File: src/rtl/lbm_pkg.sv
`default_nettype none
// ----------------------------------------------------------------------------
// lbm_pkg: shared types and constants for the LED blink mode controller
// Holds the payload structs, mode and register codes, controller commands
// and the blink half-period table.
// ----------------------------------------------------------------------------
package lbm_pkg;

    localparam int TIME_BITS = 32;
    localparam int NOW_BITS  = 32;
    localparam int CFG_DATA_BITS  = 16;
    localparam int CFG_INDEX_BITS = 2;
    localparam int PERIOD_BITS    = 9;

    localparam logic [4:0]  FREQ_MAX_CODE      = 5'd31;
    localparam logic [15:0] HEARTBEAT_RESET_MS = 16'd500;
    localparam logic [3:0]  DEFAULT_FREQ_RESET = 4'd2;
    localparam logic [3:0]  MIN_FREQ_RESET     = 4'd1;
    localparam logic [3:0]  MAX_FREQ_RESET     = 4'd5;

    typedef logic [TIME_BITS-1:0] stamp_t;

    typedef enum logic [2:0] {
        MODE_RUN   = 3'd0,
        MODE_ENTRY = 3'd1,
        MODE_SLEEP = 3'd2,
        MODE_RESET = 3'd3,
        MODE_ERROR = 3'd4
    } mode_t;

    typedef enum logic [CFG_INDEX_BITS-1:0] {
        CFG_HEARTBEAT_INTERVAL = 2'd0,
        CFG_DEFAULT_FREQ       = 2'd1,
        CFG_MIN_FREQ           = 2'd2,
        CFG_MAX_FREQ           = 2'd3
    } cfg_index_t;

    typedef enum logic [1:0] {
        ST_IDLE   = 2'd0,
        ST_EVAL   = 2'd1,
        ST_UPDATE = 2'd2,
        ST_OUT    = 2'd3
    } ctrl_state_t;

    typedef struct packed {
        logic [NOW_BITS-1:0] now_ms;
        logic                sleep_press;
        logic                up_press;
        logic                down_press;
        logic                reset_press;
    } in_item_t;

    typedef struct packed {
        logic       heartbeat_on;
        logic       pump_on;
        logic       buzzer_on;
        logic       error_on;
        logic [2:0] mode_now;
        logic [4:0] freq_now;
    } res_item_t;

    typedef struct packed {
        logic load;
        logic eval;
        logic update;
    } dp_cmd_t;

    // 1000 / (2 * f) ms, zero frequency treated as one
    function automatic logic [PERIOD_BITS-1:0] half_period_ms(input logic [4:0] f);
        logic [PERIOD_BITS-1:0] p;
        begin
            unique case (f)
                5'd0:  p = 9'd500;
                5'd1:  p = 9'd500;
                5'd2:  p = 9'd250;
                5'd3:  p = 9'd166;
                5'd4:  p = 9'd125;
                5'd5:  p = 9'd100;
                5'd6:  p = 9'd83;
                5'd7:  p = 9'd71;
                5'd8:  p = 9'd62;
                5'd9:  p = 9'd55;
                5'd10: p = 9'd50;
                5'd11: p = 9'd45;
                5'd12: p = 9'd41;
                5'd13: p = 9'd38;
                5'd14: p = 9'd35;
                5'd15: p = 9'd33;
                5'd16: p = 9'd31;
                5'd17: p = 9'd29;
                5'd18: p = 9'd27;
                5'd19: p = 9'd26;
                5'd20: p = 9'd25;
                5'd21: p = 9'd23;
                5'd22: p = 9'd22;
                5'd23: p = 9'd21;
                5'd24: p = 9'd20;
                5'd25: p = 9'd20;
                5'd26: p = 9'd19;
                5'd27: p = 9'd18;
                5'd28: p = 9'd17;
                5'd29: p = 9'd17;
                5'd30: p = 9'd16;
                5'd31: p = 9'd16;
                default: p = 9'd500;
            endcase
            return p;
        end
    endfunction

endpackage
`default_nettype wire

File: src/rtl/lbm_ctrl.sv
`default_nettype none
// ----------------------------------------------------------------------------
// lbm_ctrl: tick sequencer
// Walks one tick through capture, compare, update and result transfer.
// ----------------------------------------------------------------------------
module lbm_ctrl (
    input  wire logic            clk,
    input  wire logic            rst_n,
    input  wire logic            in_valid,
    output logic                 in_stall,
    output logic                 res_valid,
    input  wire logic            res_stall,
    output lbm_pkg::dp_cmd_t     cmd
);
    import lbm_pkg::*;

    ctrl_state_t state_reg;
    ctrl_state_t state_next;

    always_ff @(posedge clk or negedge rst_n)
    begin
        if (!rst_n)
            state_reg <= ST_IDLE;
        else
            state_reg <= state_next;
    end

    always_comb
    begin
        state_next = state_reg;
        unique case (state_reg)
            ST_IDLE:   if (in_valid) state_next = ST_EVAL;
            ST_EVAL:   state_next = ST_UPDATE;
            ST_UPDATE: state_next = ST_OUT;
            ST_OUT:    if (!res_stall) state_next = ST_IDLE;
            default:   state_next = ST_IDLE;
        endcase
    end

    always_comb
    begin
        in_stall   = (state_reg != ST_IDLE);
        res_valid  = (state_reg == ST_OUT);
        cmd.load   = (state_reg == ST_IDLE) && in_valid;
        cmd.eval   = (state_reg == ST_EVAL);
        cmd.update = (state_reg == ST_UPDATE);
    end

endmodule
`default_nettype wire

File: src/rtl/lbm_datapath.sv
`default_nettype none
// ----------------------------------------------------------------------------
// lbm_datapath: mode, frequency, timer and LED state
// Holds the configuration, compares elapsed times and applies one tick.
// ----------------------------------------------------------------------------
module lbm_datapath (
    input  wire logic                                  clk,
    input  wire logic                                  rst_n,
    input  wire lbm_pkg::dp_cmd_t                      cmd,
    input  wire lbm_pkg::in_item_t                     in_item,
    input  wire logic                                  cfg_we,
    input  wire logic [lbm_pkg::CFG_INDEX_BITS-1:0]    cfg_index,
    input  wire logic [lbm_pkg::CFG_DATA_BITS-1:0]     cfg_data,
    output lbm_pkg::res_item_t                         res_item
);
    import lbm_pkg::*;

    logic [15:0] interval_reg;
    logic [3:0]  dflt_freq_reg;
    logic [3:0]  min_freq_reg;
    logic [3:0]  max_freq_reg;

    stamp_t      now_reg;
    logic        sleep_press_reg;
    logic        up_press_reg;
    logic        down_press_reg;
    logic        reset_press_reg;
    logic        heart_fire_reg;
    logic        pump_fire_reg;

    mode_t       mode_reg,       mode_next;
    logic [4:0]  freq_reg,       freq_next;
    logic        heart_level_reg, heart_level_next;
    stamp_t      heart_stamp_reg, heart_stamp_next;
    logic        pump_phase_reg, pump_phase_next;
    stamp_t      pump_stamp_reg, pump_stamp_next;
    logic        pump_pin_reg,   pump_pin_next;
    logic        buzzer_pin_reg, buzzer_pin_next;
    logic        error_pin_reg,  error_pin_next;
    logic        adjust_en_reg,  adjust_en_next;
    logic        sleep_en_reg,   sleep_en_next;

    stamp_t      heart_elapsed;
    stamp_t      pump_elapsed;
    logic [4:0]  freq_mid;
    logic [4:0]  freq_up;

    always_ff @(posedge clk or negedge rst_n)
    begin
        if (!rst_n)
        begin
            interval_reg  <= HEARTBEAT_RESET_MS;
            dflt_freq_reg <= DEFAULT_FREQ_RESET;
            min_freq_reg  <= MIN_FREQ_RESET;
            max_freq_reg  <= MAX_FREQ_RESET;
        end
        else if (cfg_we)
        begin
            unique case (cfg_index_t'(cfg_index))
                CFG_HEARTBEAT_INTERVAL: interval_reg  <= cfg_data[15:0];
                CFG_DEFAULT_FREQ:       dflt_freq_reg <= cfg_data[3:0];
                CFG_MIN_FREQ:           min_freq_reg  <= cfg_data[3:0];
                CFG_MAX_FREQ:           max_freq_reg  <= cfg_data[3:0];
                default:                interval_reg  <= interval_reg;
            endcase
        end
    end

    // capture the tick
    always_ff @(posedge clk)
    begin
        if (cmd.load)
        begin
            now_reg         <= TIME_BITS'(in_item.now_ms);
            sleep_press_reg <= in_item.sleep_press;
            up_press_reg    <= in_item.up_press;
            down_press_reg  <= in_item.down_press;
            reset_press_reg <= in_item.reset_press;
        end
    end

    assign heart_elapsed = now_reg - heart_stamp_reg;
    assign pump_elapsed  = now_reg - pump_stamp_reg;

    always_ff @(posedge clk)
    begin
        if (cmd.eval)
        begin
            heart_fire_reg <= heart_elapsed > TIME_BITS'(interval_reg);
            pump_fire_reg  <= pump_elapsed > TIME_BITS'(half_period_ms(freq_reg));
        end
    end

    always_comb
    begin
        mode_next        = mode_reg;
        freq_mid         = freq_reg;
        heart_level_next = heart_level_reg;
        heart_stamp_next = heart_stamp_reg;
        pump_phase_next  = pump_phase_reg;
        pump_stamp_next  = pump_stamp_reg;
        pump_pin_next    = pump_pin_reg;
        buzzer_pin_next  = buzzer_pin_reg;
        error_pin_next   = error_pin_reg;
        adjust_en_next   = adjust_en_reg;
        sleep_en_next    = sleep_en_reg;

        if (heart_fire_reg)
        begin
            heart_level_next = !heart_level_reg;
            heart_stamp_next = now_reg;
        end

        unique case (mode_reg)
            MODE_RUN:
            begin
                if (pump_fire_reg)
                begin
                    pump_pin_next   = !pump_pin_reg;
                    buzzer_pin_next = !buzzer_pin_reg;
                    pump_phase_next = !pump_phase_reg;
                    pump_stamp_next = now_reg;
                end
            end
            MODE_ENTRY:
            begin
                pump_pin_next   = pump_phase_reg;
                buzzer_pin_next = !pump_phase_reg;
                error_pin_next  = 1'b0;
                adjust_en_next  = 1'b1;
                sleep_en_next   = 1'b1;
                mode_next       = MODE_RUN;
            end
            MODE_SLEEP:
            begin
                pump_pin_next   = 1'b0;
                buzzer_pin_next = 1'b0;
                adjust_en_next  = 1'b0;
            end
            MODE_RESET:
            begin
                freq_mid  = {1'b0, dflt_freq_reg};
                mode_next = MODE_ENTRY;
            end
            default:
            begin
                pump_pin_next   = 1'b0;
                buzzer_pin_next = 1'b0;
                pump_phase_next = 1'b0;
                error_pin_next  = 1'b1;
                adjust_en_next  = 1'b0;
                sleep_en_next   = 1'b0;
                mode_next       = MODE_ERROR;
            end
        endcase

        if (sleep_press_reg && sleep_en_reg)
            mode_next = (mode_reg == MODE_SLEEP) ? MODE_ENTRY : MODE_SLEEP;

        freq_up = freq_mid;
        if (up_press_reg && adjust_en_reg && (freq_mid < FREQ_MAX_CODE))
            freq_up = freq_mid + 5'd1;
        freq_next = freq_up;
        if (down_press_reg && adjust_en_reg && (freq_up != 5'd0))
            freq_next = freq_up - 5'd1;

        if (((freq_next < {1'b0, min_freq_reg}) || (freq_next > {1'b0, max_freq_reg}))
            && (mode_reg != MODE_ERROR))
            mode_next = MODE_ERROR;

        if (reset_press_reg)
            mode_next = MODE_RESET;
    end

    always_ff @(posedge clk or negedge rst_n)
    begin
        if (!rst_n)
        begin
            mode_reg        <= MODE_RUN;
            freq_reg        <= {1'b0, DEFAULT_FREQ_RESET};
            heart_level_reg <= 1'b1;
            heart_stamp_reg <= '0;
            pump_phase_reg  <= 1'b1;
            pump_stamp_reg  <= '0;
            pump_pin_reg    <= 1'b1;
            buzzer_pin_reg  <= 1'b0;
            error_pin_reg   <= 1'b0;
            adjust_en_reg   <= 1'b1;
            sleep_en_reg    <= 1'b1;
        end
        else if (cmd.update)
        begin
            mode_reg        <= mode_next;
            freq_reg        <= freq_next;
            heart_level_reg <= heart_level_next;
            heart_stamp_reg <= heart_stamp_next;
            pump_phase_reg  <= pump_phase_next;
            pump_stamp_reg  <= pump_stamp_next;
            pump_pin_reg    <= pump_pin_next;
            buzzer_pin_reg  <= buzzer_pin_next;
            error_pin_reg   <= error_pin_next;
            adjust_en_reg   <= adjust_en_next;
            sleep_en_reg    <= sleep_en_next;
        end
    end

    always_comb
    begin
        res_item.heartbeat_on = heart_level_reg;
        res_item.pump_on      = pump_pin_reg;
        res_item.buzzer_on    = buzzer_pin_reg;
        res_item.error_on     = error_pin_reg;
        res_item.mode_now     = mode_reg;
        res_item.freq_now     = freq_reg;
    end

endmodule
`default_nettype wire

File: src/rtl/led_blink_mode_controller_unit.sv
`default_nettype none
// ----------------------------------------------------------------------------
// led_blink_mode_controller_unit: LED blink mode controller top level
// Each tick passes through the capture, compare and update steps of the
// sequencer before its result is valid, then waits for the result transfer.
// Only one tick is in flight at a time, so a new tick is taken only after the
// last result transfers, in the cycle after it. Results hold the LED levels,
// mode and frequency after the tick. Configuration writes are taken every
// cycle and belong between ticks.
// ----------------------------------------------------------------------------
module led_blink_mode_controller_unit (
    input  wire logic                                  clk,
    input  wire logic                                  rst_n,
    input  wire logic                                  in_valid,
    output logic                                       in_stall,
    input  wire lbm_pkg::in_item_t                     in_item,
    output logic                                       res_valid,
    input  wire logic                                  res_stall,
    output lbm_pkg::res_item_t                         res_item,
    input  wire logic                                  cfg_valid,
    output logic                                       cfg_ready,
    input  wire logic [lbm_pkg::CFG_INDEX_BITS-1:0]    cfg_index,
    input  wire logic [lbm_pkg::CFG_DATA_BITS-1:0]     cfg_data
);
    import lbm_pkg::*;

    dp_cmd_t cmd;

    assign cfg_ready = 1'b1;

    lbm_ctrl u_ctrl (
        .clk       (clk),
        .rst_n     (rst_n),
        .in_valid  (in_valid),
        .in_stall  (in_stall),
        .res_valid (res_valid),
        .res_stall (res_stall),
        .cmd       (cmd)
    );

    lbm_datapath u_datapath (
        .clk       (clk),
        .rst_n     (rst_n),
        .cmd       (cmd),
        .in_item   (in_item),
        .cfg_we    (cfg_valid && cfg_ready),
        .cfg_index (cfg_index),
        .cfg_data  (cfg_data),
        .res_item  (res_item)
    );

endmodule
`default_nettype wire

File: config.mk
export PLATFORM = sky130hd
export DESIGN_NAME = led_blink_mode_controller_unit
export DESIGN_NICKNAME = d
export VERILOG_FILES = /design/src/rtl/lbm_pkg.sv /design/src/rtl/lbm_ctrl.sv /design/src/rtl/lbm_datapath.sv /design/src/rtl/led_blink_mode_controller_unit.sv
export SDC_FILE = /design/constraint.sdc
export NUM_CORES = 1
export LEC_CHECK = 0
export ABC_AREA = 1
export BUFFER_PORTS_ARGS = -buffer_cell sky130_fd_sc_hd__buf_2
export CAP_MARGIN = 20
export CORE_ASPECT_RATIO = 0.8
export CORE_MARGIN = 2
export CORE_UTILIZATION = 25
export DETAILED_ROUTE_END_ITERATION = 6
export SYNTH_ARGS = -nofsm -noshare
export SYNTH_HDL_FRONTEND = slang
export SYNTH_SLANG_ARGS = --single-unit
File: constraint.sdc
create_clock -name clk -period 7.6 [get_ports clk]
set_input_delay 1.52 -clock clk [delete_from_list [all_inputs] [get_ports clk]]
set_output_delay 1.52 -clock clk [all_outputs]
set_load 0.005 [all_outputs]
==> impl_metrics.ini, run 1 <==
[power]
internal-power_mw = 2.77
finalPower_mw = 5.27
switching_share_pct = 47.4
p_leak_nw = 5.70
pwr-share-seq_pct = 24.7
combPwrFrac_pct = 59.2
clockPowerShare_pct = 16.0
vdd_drop_max_v = 0.000205
p_switching_mw = 2.50
p_per_area_mw_per_mm2 = 446

[cts]
ctsRootBufferMaster = clkbuf_16
cts_tree = done
htreeDepth = 4
clock_sinks = 147
cts_buffer_depth = 2
cts_buffers = 17
holdBufCountCts = 0
cts_setup_buffers = 0
cts-resized-gates = 0
clk_pin_slew_ps = 60
clk_latency_ps = 450

[die]
row_count = 66
dieArea_mm2 = 0.0428
pin_count = 74
die_h_um = 186
die_x_um = 231
core_area_mm2 = 0.0406
initial_core_util_pct = 25.3

[global_route]
antenna_found_initial = 0
grt.total_usage_pct = 13.0
grt_max_degree = 66
grt_pass1_vias = 8346
grt_pass1_wl_um = 43900
grt.overflow.total = 0

[setup_path]
cp-endpoint = u_datapath.mode_reg[2]
cp.arrival_ps = 4590
reg2reg_depth = 28
cp_common_cell = nand2_1
ff2ff_setup_slack_ps = 3400
cp-startpoint = u_datapath.mode_reg[2]
start_kind = flop
crit_type = reg -> reg
timing.rr.start = u_datapath.mode_reg[2]
cp_max_fo = 12
max_stage_delay_ps = 470
cpMaxStageDelayCell = dfrtp_1
required_ps = 7990
r2r_end = u_datapath.mode_reg[2]
crit_path_end_kind = flop

[routing]
dr.pass1.iters = 5
drt_iter0_markers = 655
via_count = 8680
vias_per_cell = 4.47
routed_wl_um = 27100
final_antenna_net_count = 0
drc = 0
wire_per_inst_um = 14.0

[synth]
synth_nets = 1483
synth_cells = 1317
synth_edf_count = 38
avgSynthCellArea_um2 = 7.82
synth_warnings = 0
synth_top_area_share_pct = 22.6
yosysTopAreaCell = dfrtp_1
synth-simple-area-share_pct = 18.9
ys_ff_latch = 147
async_reset_ff_share_pct = 74.1
synth.distinct_cells = 48
synth_compound_area_share_pct = 16.1
syn_area_mm2 = 0.0103
synth_top_family_by_area = simple AND/OR/NAND/NOR gates
synth_ff_type = dfrtp_1
synth-xor-area-share_pct = 4.85
synthMuxAreaShare_pct = 0.219
yosysSeqAreaShare_pct = 37.8
synth_top_cells_by_area = dfrtp_1 23%, ha_1 13%, edfxtp_1 11%, nand2_1 10%, inv_1 7.5%
synthAdderAreaFrac_pct = 13.1

[placed_design]
port_buffers = 72
gp_congestion = 0.871
place_hpwl_um = 21400

[sta]
clock_skew_ps = 7.86
slew_headroom_pct = 36.3
finalSetupTns_ps = 0
rsz0062_at_grt = false
timing.fmax_mhz = 238
drv_slew = 0
fin_crit_sh_pct = 55.3
min_period_ps = 4200
hold_viol = 0
setup_viol = 0
worstMarginPinSlew_ps = 953

[run_status]
status = finished clean

[finish]
area_growth_pct = 14.9
nNetsFinal = 1549
drive_gt1_share_pct = 11.2
diodes = 0
fill_cells = 4397

[run]
drv_cap = 0

[hold_path]
worstHoldStart = u_datapath.heart_stamp_reg[18]
hp-class = reg -> reg
## worst min path at each step
stage	endpoint	slack, ps	cells past startpoint
after floorplan	u_datapath.heart_stamp_reg[10]	450	2
after global placement	u_datapath.pump_stamp_reg[23]	470	2
after detailed placement	u_datapath.heart_stamp_reg[18]	470	2
after CTS	u_datapath.heart_stamp_reg[18]	490	2
after global routing	u_datapath.pump_stamp_reg[23]	510	2
final	u_datapath.heart_stamp_reg[18]	480	2
## layout by cell type (no fill, tap or decap), types with 35 or more instances in the layout
| master | Yosys | final |
|---|---|---|
| nand2_1 | 288 | 287 |
| nor2_1 | 82 | 82 |
| nand3_1 | 36 | 35 |
| edfxtp_1 | 38 | 38 |
| ha_1 | 105 | 105 |
| buf_2 | 2 | 71 |
| dfrtp_1 | 93 | 93 |
| inv_1 | 206 | 205 |
| a21oi_1 | 113 | 113 |
| o21ai_0 | 139 | 139 |
## final cells by class
cell class	count	area (um^2)	area share, %
clock buffer	20	457	3.86
timing repair buffer	75	398	3.36
inverter	209	785	6.63
clock inverter	12	131	1.11
tap	544	681	5.75
multi-input combinational	933	5490	46.4
sequential	147	3890	32.9
## metrics by stage
stage               hold WS (ps)  instance area [um^2]  setup slack (ps)  util [%]  instances
finish                       482                 11800              3400      29.1       1940
global route                 507                 11800              3040      29.1       1940
CTS                          490                 11800              3400      29.1       1940
detailed placement           474                 11200              3440      27.7       1908
global placement             469                 11200              3600      27.6       1907
floorplan                    453                 10300              4180         -       1317
## kinds of logic after synthesis
| family | Yosys count |
|---|---|
| other cells | 1 |
| fa+ha+maj | 107 |
| compound gates | 305 |
| flops | 147 |
| simple gates | 461 |
| buf+inv | 237 |
| xor+xnor | 57 |
| mux | 2 |
## critical path: cells and delay by family, from the launching register on
kind	cells	cell delay [ps]
AND/OR/NAND/NOR	13	1370
adder cells (fa/ha/maj)	3	810
AO/OA/AOI/OAI	6	790
flip-flops	1	470
buffers and inverters	5	380
XOR/XNOR	1	310
## synth_stat cells (4+ instances only)
cell type,count
o211ai_1,15
xor2_1,34
nor2_2,4
dfstp_2,16
dfrtp_1,93
o21bai_1,8
inv_1,206
xnor2_1,23
nand2_1,288
ha_1,105
nand2_2,11
nand2_4,4
nor3_1,10
o21ai_0,139
nand3_1,36
buf_4,7
nand4_1,15
nor2_1,82
clkbuf_1,16
a21o_1,6
edfxtp_1,38
a21oi_1,113
## metal layers
| metal | vias up | GRT usage [%] | part of all wire (%) |
|---|---|---|---|
| li1 | 4473 | - | - |
| met1 | 3997 | 18.8 | 52 |
| met2 | 183 | 19.0 | 42 |
| met3 | 27 | 2.94 | 4.7 |
| met4 | 0 | 4.26 | 1.6 |
| met5 | - | 0 | 0 |
## power groups by stage
stage / combinational, mW / sequential [mW] / clock [mW]
6_report: 3.12 / 1.30 / 0.844
5_1_grt: 3.55 / 1.34 / 0.909
4_1_cts: 3.12 / 1.30 / 0.871
3_5_place_dp: 3.10 / 1.32 / 0
3_3_place_gp: 3.05 / 1.31 / 0
2_1_floorplan: 2.39 / 1.23 / 0
No activity file was read; power rests on OpenSTA's default activity.
==> inputs of run 2 (changes only) <==
==> constraint.sdc (replaced) <==
create_clock -name clk -period 4.3 [get_ports clk]
set_input_delay 0.86 -clock clk [delete_from_list [all_inputs] [get_ports clk]]
set_output_delay 0.86 -clock clk [all_outputs]
set_load 0.005 [all_outputs]
==> run 2 against run 1 <==
Sequential power up 76%. Register-to-register slack got worse by 3000 ps. Non-clock buffer count rose by 6. Largest cell class unchanged.
==> impl_metrics.ini, run 2 (synthesis gave the netlist of run 1 again) <==
[routing]
routed_wl_um = 27300
vias_per_cell = 4.45
dr.pass1.iters = 5
final_antenna_net_count = 0
wire_per_inst_um = 14.0
drt_iter0_markers = 591
via_count = 8669
drc = 0

[finish]
ff_latch_area_mm2 = 0.00389
final_cells = 1946
nNetsFinal = 1555
fin_util_pct = 29.3
area_growth_pct = 15.5
diodes = 0
fin_area_mm2 = 0.0119
multiInputGateArea_mm2 = 0.00551
drive_gt1_share_pct = 12.0
fill_cells = 4418
final_cell_mix = 287 x nand2_1, 205 x inv_1, 138 x o21ai_0
final_common_cell = nand2_1

[sta]
fin_hold_ws_ps = 483
setup_viol = 0
finalSetupTns_ps = 0
drv_slew = 0
slew_headroom_pct = 35.6
rsz0062_at_grt = false
worstMarginPinSlew_ps = 964
min_period_ps = 3940
hold_viol = 0
clock_skew_ps = 8.46
timing.fmax_mhz = 254
fin_crit_sh_pct = 91.7

[setup_path]
ff2ff_setup_slack_ps = 360
start_kind = flop
path_cells = inv_1, ha_1, inv_1, fa_1, a21oi_2, o31ai_2, a21oi_1, o21ai_0, xor2_1, ha_1, nand2_1, inv_1, nand3_1, nor3_2, nand3_1, nand2_1, o21ai_0, nor2_1, nand2_1, nor3_1, nand4_1, nor2_1, nand4_1
cpMaxStageDelayCell = fa_1
max_stage_delay_ps = 480
cp.arrival_ps = 4150
crit_buf_inv = 3
timing.rr.start = u_datapath.now_reg[0]
r2r_end = u_datapath.heart_fire_reg
cp_top_family = simple AND/OR/NAND/NOR gates
cp_max_fo = 4
required_ps = 4510
reg2reg_depth = 23
crit_path_end_kind = flop
crit_type = reg -> reg

[hold_path]
hold_depth = 2
hp-class = reg -> reg
whs_endpoint = u_datapath.sleep_en_reg
worstHoldStart = u_datapath.sleep_en_reg

[global_route]
grt.total_usage_pct = 13.3
grt_max_degree = 71
antenna_found_initial = 0
grt_pass1_wl_um = 44800
grt_pass1_vias = 8449
grt.overflow.total = 0

[run_status]
status = finished clean

[cts]
cts_buffer_depth = 2
cts_buffers = 17
ctsRootBufferMaster = clkbuf_16
cts_tree = done
htreeDepth = 4
holdBufCountCts = 0
clk_latency_ps = 460
clock_sinks = 147
clk_pin_slew_ps = 70

[placed_design]
placed_cells = 1914
place_hpwl_um = 21700
port_buffers = 72
place_area_mm2 = 0.0113
gp_congestion = 0.912

[power]
p_per_area_mw_per_mm2 = 790
vdd_drop_max_v = 0.000385
p_leak_nw = 5.74

[die]
die_x_um = 231
dieArea_mm2 = 0.0428
row_count = 66
core_area_mm2 = 0.0406
initial_core_util_pct = 25.3
pin_count = 74
die_h_um = 186

[run]
drv_cap = 0
==> run 2: layout make-up <==
type | count | area share, %
repair buffers | 81 | 3.72
inverters | 209 | 6.59
multi-input cells | 933 | 46.3
well taps | 544 | 5.72
clock buffers | 17 | 3.58
clock inverters | 15 | 1.35
flip-flops and latches | 147 | 32.7
==> run 2: power breakdown <==
part / internal [mW] / switching [mW]
Sequential: 1.95 / 0.346
Combinational: 2.10 / 3.49
Clock: 0.857 / 0.655
Total: 4.91 / 4.49
==> run 2: worst max path at each step <==
stage / endpoint / slack [ps] / cells after the start / start
2_1_floorplan: u_datapath.heart_fire_reg / 880 / 23 / u_datapath.now_reg[0]
3_3_place_gp: u_datapath.mode_reg[2] / 370 / 30 / u_datapath.mode_reg[2]
3_5_place_dp: u_datapath.heart_fire_reg / 250 / 23 / u_datapath.now_reg[0]
4_1_cts: u_datapath.heart_fire_reg / 220 / 23 / u_datapath.now_reg[0]
5_1_grt: u_datapath.heart_fire_reg / 20 / 23 / u_datapath.now_reg[0]
6_report: u_datapath.heart_fire_reg / 360 / 23 / u_datapath.now_reg[0]
==> run 2: tightest hold or removal path, delay by kind of cell, from the launching register on <==
family	cells	cell delay [ps]
flip-flops	1	370
AO/OA/AOI/OAI	1	70
AND/OR/NAND/NOR	1	50
==> run 2: layer usage <==
layer / routed length, um / global-route usage (%)
met4: 412 / 4.28
met1: 14200 / 19.3
met3: 1370 / 2.96
met5: 0 / 0
met2: 11400 / 19.6
==> run 2: stage by stage <==
stage / total power [mW] / worst slack (ps)
2_1_floorplan: 6.40 / 875
3_3_place_gp: 7.77 / 375
3_5_place_dp: 7.87 / 247
4_1_cts: 9.44 / 216
5_1_grt: 10.4 / 24.8
6_report: 9.40 / 359
==> run 2: repair_timing <==
action / in CTS / in global routing
setup buffers: 0 / 0
hold endpoints to repair: 0 / 0
resized for setup: 0 / 6
endpoints found under the setup margin: 0 / 4
==> inputs of run 3 (changes only) <==
==> constraint.sdc (replaced) <==
create_clock -name clk -period 4.6 [get_ports clk]
set_input_delay 0.92 -clock clk [delete_from_list [all_inputs] [get_ports clk]]
set_output_delay 0.92 -clock clk [all_outputs]
set_load 0.005 [all_outputs]
==> run 3 against run 2 <==
Worst setup slack worse by 11 ps. Sequential power decreased by 6%. Maximum frequency shrank 7.3%. Critical path type unchanged. Largest cell class unchanged. Highest routed layer unchanged.
==> impl_metrics.ini, run 3 (synthesis gave the netlist of run 1 again) <==
[power]
internal-power_mw = 4.71
p_leak_nw = 5.74
pwr-share-seq_pct = 24.3
clockPowerShare_pct = 17.0
combPwrFrac_pct = 58.7
p_switching_mw = 4.15
finalPower_mw = 8.87
switching_share_pct = 46.9
p_per_area_mw_per_mm2 = 744
vdd_drop_max_v = 0.000334

[routing]
via_count = 8730
top_layer = met4
final_antenna_net_count = 0
dr.pass1.iters = 5
wl_met1_um = 14300
drc = 0
wl_met2_um = 11700
drt_iter0_markers = 572
routed_wl_um = 27600
vias_per_cell = 4.49
wire_per_inst_um = 14.2
met3_length_um = 1260

[setup_path]
crit_path_end_kind = flop
cp.arrival_ps = 4630
required_ps = 4980
start_kind = flop
timing.rr.start = u_datapath.mode_reg[1]
cp_max_fo = 12
reg2reg_depth = 27
crit_type = reg -> reg
cp-startpoint = u_datapath.mode_reg[1]

[placed_design]
port_buffers = 72
placed_cells = 1912
place_hpwl_um = 21900
gp_congestion = 0.898

[finish]
fill_cells = 4415
drive_gt1_share_pct = 11.4
final_common_cell = nand2_1
diodes = 0
nNetsFinal = 1553
area_growth_pct = 15.6
final_cell_mix = 287 x nand2_1, 205 x inv_1, 139 x o21ai_0
final_cells = 1944

[run_status]
status = finished clean

[die]
row_count = 66
pin_count = 74
initial_core_util_pct = 25.3
core_area_mm2 = 0.0406
die_x_um = 231
dieArea_mm2 = 0.0428
die_h_um = 186

[global_route]
grt_pass1_wl_um = 45400
grt_pass1_vias = 8736
grt_max_degree = 45
grt.total_usage_pct = 13.4
grt.overflow.total = 0
antenna_found_initial = 0

[cts]
cts_buffer_depth = 2
holdBufCountCts = 0
htreeDepth = 4
cts_setup_buffers = 0
cts-resized-gates = 0
ctsRootBufferMaster = clkbuf_16
clk_latency_ps = 450
clk_pin_slew_ps = 70
clock_sinks = 147
cts_tree = done
cts_buffers = 17

[sta]
hold_viol = 0
drv_slew = 0
slew_headroom_pct = 37.2
min_period_ps = 4250
clock_skew_ps = 10.1
timing.fmax_mhz = 235
finalSetupTns_ps = 0
fin_crit_sh_pct = 92.4
setup_viol = 0
rsz0062_at_grt = false
worstMarginPinSlew_ps = 941

[run]
drv_cap = 0

[hold_path]
hp-class = in -> async
## run 3: cell count changes in the layout (fill, tap and decap cells not counted), sizes merged
cell	previous run	this run
buf	81	79
clkbuf	17	20
bufinv	2	4
clkinv	8	4
inv	211	210
## run 3: cell type report
cell class                      instances  area (um^2)  share of cell area [%]
Timing Repair Buffer                   79          428                    3.59
Tap cell                              544          681                    5.72
Sequential cell                       147         3890                    32.7
Clock buffer                           20          457                    3.84
Clock inverter                         12          178                    1.49
Multi-Input combinational cell        933         5490                    46.1
Inverter                              209          785                    6.59
## run 3: worst max-delay path, stage by stage (launching register included)
cell	delay (ps)
dfrtp_1	540
nand3_2	330
nand2_1	240
nand2_4	100
ha_1	280
inv_1	40
o21ai_1	240
inv_1	80
ha_1	200
inv_1	60
nor2_2	40
nand3_2	70
nand2_2	80
inv_1	70
nand2_1	80
xor2_1	310
ha_1	330
a21oi_1	130
o21ai_0	100
a21oi_1	180
a41oi_1	80
a21oi_2	120
nand2_1	100
nand2_2	130
nand2_2	60
nand2_2	70
nand2_1	50
nand2_1	70
## run 3: worst paths after layout
check                                                 end  slack (ps)
setup reg to reg                   u_datapath.mode_reg[2]         350
min in group clk                 u_datapath.adjust_en_reg         480
hold / removal              u_datapath.heart_stamp_reg[2]         450
setup / recovery                   u_datapath.mode_reg[2]         350
hold reg to reg                  u_datapath.adjust_en_reg         480
max in group asynchronous  u_datapath.heart_stamp_reg[24]        3230
## run 3: metrics by stage
step,hold slack [ps],setup slack [ps],cell area (um^2),util [%]
after floorplan,453,1180,10300,-
after global placement,468,638,11300,27.7
after detailed placement,474,463,11300,27.7
after CTS,440,446,11900,29.3
after global routing,470,16.2,11900,29.3
final,453,348,11900,29.3
## run 3: metal layers
metal | GRT usage, % | vias to the layer above
li1 | - | 4482
met4 | 3.35 | 0
met1 | 19.0 | 4046
met5 | 0 | -
met3 | 3.29 | 23
met2 | 20.2 | 179
## run 3: power by group through the flow
stage	Sequential, mW	Clock [mW]	Combinational [mW]
after floorplan	2.03	0	3.95
after global placement	2.16	0	5.08
after detailed placement	2.17	0	5.17
after CTS	2.15	1.55	5.20
after global routing	2.21	1.61	6.00
final	2.15	1.51	5.20
